File: src/rtl/mfsgd_pkg.sv
// ---------------------------------------------------------------------------
// mfsgd_pkg
// Shared types, widths and constants for the matrix factorisation SGD core.
// ---------------------------------------------------------------------------
package mfsgd_pkg;

   localparam int NUM_USERS   = 4096;
   localparam int NUM_ITEMS   = 4096;
   localparam int NUM_FACTORS = 16;

   localparam int USER_W = 12;
   localparam int ITEM_W = 12;
   localparam int K_W    = (NUM_FACTORS > 1) ? $clog2(NUM_FACTORS) : 1;
   localparam int UF_AW  = $clog2(NUM_USERS * NUM_FACTORS);
   localparam int IF_AW  = $clog2(NUM_ITEMS * NUM_FACTORS);

   localparam int WORD_W  = 32;
   localparam int MEAN_W  = 27;
   localparam int ERR_W   = 28;
   localparam int RATE_W  = 16;
   localparam int OP_W    = 3;
   localparam int SLOT_W  = 5;
   localparam int RTG_W   = 3;
   localparam int CSR_IDX_W = 3;
   localparam int CSR_W   = 27;

   localparam int GRAD_W  = 35;
   localparam int T_W     = 36;
   localparam int ACC_W   = 44;
   localparam int MUL_A_W = 36;
   localparam int MUL_B_W = 32;
   localparam int MUL_P_W = MUL_A_W + MUL_B_W;

   localparam logic [MEAN_W-1:0] RATE_LOW  = MEAN_W'(1 * 16777216);
   localparam logic [MEAN_W-1:0] RATE_HIGH = MEAN_W'(5 * 16777216);

   localparam logic [OP_W-1:0] OP_WRITE_USER = 3'd0;
   localparam logic [OP_W-1:0] OP_WRITE_ITEM = 3'd1;
   localparam logic [OP_W-1:0] OP_TRAIN      = 3'd2;
   localparam logic [OP_W-1:0] OP_PREDICT    = 3'd3;
   localparam logic [OP_W-1:0] OP_READ_USER  = 3'd4;
   localparam logic [OP_W-1:0] OP_READ_ITEM  = 3'd5;

   localparam logic [CSR_IDX_W-1:0] CSR_GLOBAL_MEAN  = 3'd0;
   localparam logic [CSR_IDX_W-1:0] CSR_BIAS_RATE    = 3'd1;
   localparam logic [CSR_IDX_W-1:0] CSR_FACTOR_RATE  = 3'd2;
   localparam logic [CSR_IDX_W-1:0] CSR_BIAS_DECAY   = 3'd3;
   localparam logic [CSR_IDX_W-1:0] CSR_FACTOR_DECAY = 3'd4;

   typedef enum logic [3:0] {
      S_IDLE, S_START, S_READ, S_BIAS, S_DOT_RD, S_DOT_MUL, S_DOT_ACC, S_CLAMP,
      S_FAC_RD, S_FAC_LD, S_LRN_GRAD, S_LRN_DECAY, S_LRN_T, S_LRN_RATE, S_LRN_WB,
      S_DONE
   } state_type;

   typedef enum logic [1:0] {
      TGT_USER_BIAS, TGT_ITEM_BIAS, TGT_USER_FACTOR, TGT_ITEM_FACTOR
   } target_type;

endpackage

File: src/rtl/mfsgd_mul.sv
// ---------------------------------------------------------------------------
// mfsgd_mul
// Shared signed multiplier with registered product.
// ---------------------------------------------------------------------------
module mfsgd_mul (
   input  logic                                   clock,
   input  logic signed [mfsgd_pkg::MUL_A_W-1:0]   a,
   input  logic signed [mfsgd_pkg::MUL_B_W-1:0]   b,
   output logic signed [mfsgd_pkg::MUL_P_W-1:0]   prod
);
   import mfsgd_pkg::*;

   logic signed [MUL_P_W-1:0] prod_ff;
   logic signed [MUL_P_W-1:0] prod_in;

   always_comb begin
      prod_in = MUL_P_W'(a) * MUL_P_W'(b);
   end

   always_ff @(posedge clock) begin
      prod_ff <= prod_in;
   end

   assign prod = prod_ff;

endmodule

File: config.mk
export PLATFORM = sky130hd
export DESIGN_NAME = mfsgd_mul
export DESIGN_NICKNAME = d
export VERILOG_FILES = /design/src/rtl/mfsgd_pkg.sv /design/src/rtl/mfsgd_mul.sv
export SDC_FILE = /design/constraint.sdc
export NUM_CORES = 2
export LEC_CHECK = 0
export BUFFER_PORTS_ARGS = -buffer_cell sky130_fd_sc_hd__buf_2
export CAP_MARGIN = 20
export CELL_PAD_IN_SITES_DETAIL_PLACEMENT = 1
export CELL_PAD_IN_SITES_GLOBAL_PLACEMENT = 1
export CORE_ASPECT_RATIO = 2
export CORE_UTILIZATION = 50
export DETAILED_ROUTE_END_ITERATION = 10
export PLACE_DENSITY = 0.85
export SLEW_MARGIN = 20
export SYNTH_ARGS = -nofsm -noshare
export SYNTH_HDL_FRONTEND = slang
export SYNTH_SLANG_ARGS = --single-unit
export TNS_END_PERCENT = 1
File: constraint.sdc
create_clock -name clock -period 13.53 [get_ports clock]
set_clock_uncertainty 0.1 [all_clocks]
set_input_delay 2.706 -clock clock [delete_from_list [all_inputs] [get_ports clock]]
set_output_delay 2.706 -clock clock [all_outputs]
set_load 0.01 [all_outputs]
Word level (Yosys, flattened, before mapping)
Cells that the tools add are included.
- register bits: 68
- word-level logic and storage cells: 2
- multipliers: 1
- operators by type and width (operator ; number):
    $mul A36 B32 Y68 ; 1

Longest topological paths before layout
- depth in word-level cells: 1
- depth in mapped cells: 29
- gate-level depth less buffers: 26

Worst setup path after synthesis
Ideal clock, no wire load.
- kind: input-to-reg
- start: input a[35] in the netlist's numbering
- end: register prod_ff[67], in the netlist prod[67]
- setup time: 124 ps
- arrival: 9994 ps
- data required time: 13306 ps
- path slack: 3312 ps
- cell stages on the path: 27
- buffers on the path: 1
- path through: clkbuf_1 > nand2_1 > inv_1 > fa_1 > inv_1 > fa_1 > inv_1 > fa_1 > fa_1 > inv_1 > fa_1 > inv_1 > fa_1 > inv_1 > fa_1 > inv_1 > fa_1 > ha_1 > a21oi_1 > o21ai_0 > a211oi_1 > nand2_1 > o31ai_1 > o31ai_2 > a2111oi_2 > or3_1 > nand3_1
- cells in the longest elaborated chain, start to end: 1
- ends and longest elaborated chain (item ; RTL line ; text):
    from (decl) ; mfsgd_mul.sv:7 ; input logic signed [mfsgd_pkg::MUL_A_W-1:0] a,
    $mul A36 B32 Y68 ; mfsgd_mul.sv:17 ; prod_in = MUL_P_W'(a) * MUL_P_W'(b);
    via prod_in[67] ; mfsgd_mul.sv:14 ; logic signed [MUL_P_W-1:0] prod_in;
    to (signal assigned) ; mfsgd_mul.sv:21 ; prod_ff <= prod_in;
    to (decl) ; mfsgd_mul.sv:13 ; logic signed [MUL_P_W-1:0] prod_ff;
The timed path passes the listed nets, and every way through them passes these cells.

Final worst setup path
- start: input b[8] in the netlist's numbering
- end: register prod_ff[67], in the netlist prod[67]
- cells in the longest elaborated chain, start to end: 1
- ends and longest elaborated chain (item ; RTL line ; text):
    from (decl) ; mfsgd_mul.sv:8 ; input logic signed [mfsgd_pkg::MUL_B_W-1:0] b,
    $mul A36 B32 Y68 ; mfsgd_mul.sv:17 ;
    via prod_in[67] ; mfsgd_mul.sv:14 ;
The timed path passes the listed nets, and every way through them passes these cells.

==> out/metrics.yaml <==
layout_common_cells: "fa_1, inv_1, and2_1"
start_kind: "primary input"
globalRouteTotalUtil: 0.425
antenna_found_initial: 17
postCtsResizedCells: 0
die_area_um2: 84100
max_slew_margin: 0.248
io_buffers: 136
largest_register_ffs: 68
grt.overflow.total: 0
place_area_um2: 42600
clockBufferDepth: 2
start_util: 0.504
rsz0062_at_grt: "false"
critPathKind: "in2reg"
fin_setup_tns_ns: 0
tightestPinTransition_ns: 1.13
post-route-util: 0.524
post_cts_buffers: 0
hold_violations: 0
core_area_um2: 82200
die_h_um: 409
via_count: 32400
syn_nets: 5827
syn_area_um2: 41400
ant_nets: 0
drt-vias-per-instance: 6.04
yosysSeqAreaShare: 0.0329
io_pins: 137
syn_area_per_cell_um2: 9.49
cts_root_buf: "clkbuf_16"
synth_edf_count: 0
crit_fanout: 19
critical_path_arrival_ns: 12.62
ys_warn_count: 0
critPathCaptureType: "register"
period_needed_ns: 12.34
place_congestion: 0.966
ys_types: 65
first_pass_iters: 7
grt_max_degree: 37
slew_viol_final: 0
cts_sinks: 68
htreeDepth: 3
die_w_um: 206
hpwl_um: 126000
mostFrequentLayoutCell: "fa_1"
numCtsBuffers: 9
ys_ff_latch: 68
grt_pass1_wl_um: 251000
fin_area_um2: 43100
routedWlPerCell_um: 30.3
grt_pass1_vias: 39400
ctsHoldBuffers: 0
synthToLayoutAreaGrowth_pct: 3.97
remaining_drc_errors: 0
setup_viol: 0
max_freq_mhz: 81.0
outcome: "completed"
hold_path.class: "in2reg"
clk_pin_slew_ns: 0.08
worstPathRequired_ns: 13.81
synth-async-reset-ratio: 0
drv_cap: 0
synthFlopType: "dfxtp_1"
postRouteWirelength_um: 163000
final_layout_size_suffix_gt1_frac: 0.0440
syn_inst: 4364
finalNetCount: 5755
cts_tree: "done"
drtIter0Drc: 2590
fin_crit_sh: 0.912
rows: 149
==> synthesized netlist by cell type (all sizes together), types with 6 or more instances <==
master,number,area [um^2]
dfxtp,68,1360
and3,9,56.3
nand2,578,2170
ha,192,2400
o31ai,6,50.1
fa,1202,24100
o21a,7,52.6
nor2,59,221
nand2b,10,62.6
o21ai,36,184
buf,8,38.8
nor3,11,55.1
xnor2,51,447
a21oi,60,300
inv,1081,4060
xor2,22,193
o21bai,17,128
a211oi,8,65.1
clkbuf,231,867
nand4,13,81.3
a21o,25,188
a31oi,8,50.1
and2,588,3680
nand3,8,40.0
==> stage by stage <==
| stage | worst slack (ns) | hold WS [ns] | cells |
|---|---|---|---|
| after floorplan | 3.31 | 2.73 | 4364 |
| after global placement | 1.58 | 3.00 | 5334 |
| after detailed placement | 1.45 | 3.00 | 5334 |
| after CTS | 1.86 | 2.86 | 5350 |
| after global routing | 1.04 | 2.89 | 5356 |
| final | 1.19 | 2.88 | 5369 |
==> cells by family after synthesis <==
| family | Yosys count | share of synthesized area |
|---|---|---|
| multiplexers | 1 | 0.000242 |
| buffers and inverters | 1320 | 0.120 |
| flip-flops | 68 | 0.0329 |
| XOR/XNOR | 73 | 0.0154 |
| AND/OR/NAND/NOR | 1296 | 0.157 |
| adder cells (fa/ha/maj) | 1394 | 0.639 |
| AO/OA/AOI/OAI | 212 | 0.0357 |
==> worst max-delay path, stage by stage <==
cell       delay, ns
buf_2           0.55
buf_4           0.41
and2_1          0.24
fa_1            0.45
fa_1            0.85
inv_1           0.15
fa_1            0.53
fa_1            0.53
inv_1           0.07
fa_1            0.58
fa_1            0.44
fa_1            0.89
fa_1            0.54
ha_1            0.46
nand4_1         0.21
nor3_1          0.70
nand2b_1        0.18
a311oi_1        0.74
o31ai_1         0.27
o31ai_2         0.45
a2111oi_2       0.17
or3_1           0.39
nand3_1         0.07
==> cell type report <==
cell class	count	area, um^2
Inverter	1081	4060
Antenna cell	15	37.5
Sequential cell	68	1360
Clock buffer	10	229
Multi-Input combinational cell	2976	35100
Fill cell	9327	39200
Tap cell	1057	1320
Clock inverter	6	113
Timing Repair Buffer	156	837
==> routing by layer <==
layer	routed length (um)	GRT usage	vias up
met5	134	0.0185	-
met4	24400	0.477	10
met3	14800	0.187	1257
met2	81700	0.684	2135
met1	41600	0.360	16800
li1	-	-	12300
==> worst paths after layout <==
kind  startpoint       end  slack, ns  cells after the start
max         b[8]  prod[67]       1.19                     23
min         a[0]   prod[0]       2.88                      2
Power is left out: the tool's default activity adds up to more than one toggle a clock period on the data nets, which glitch-free logic cannot reach.
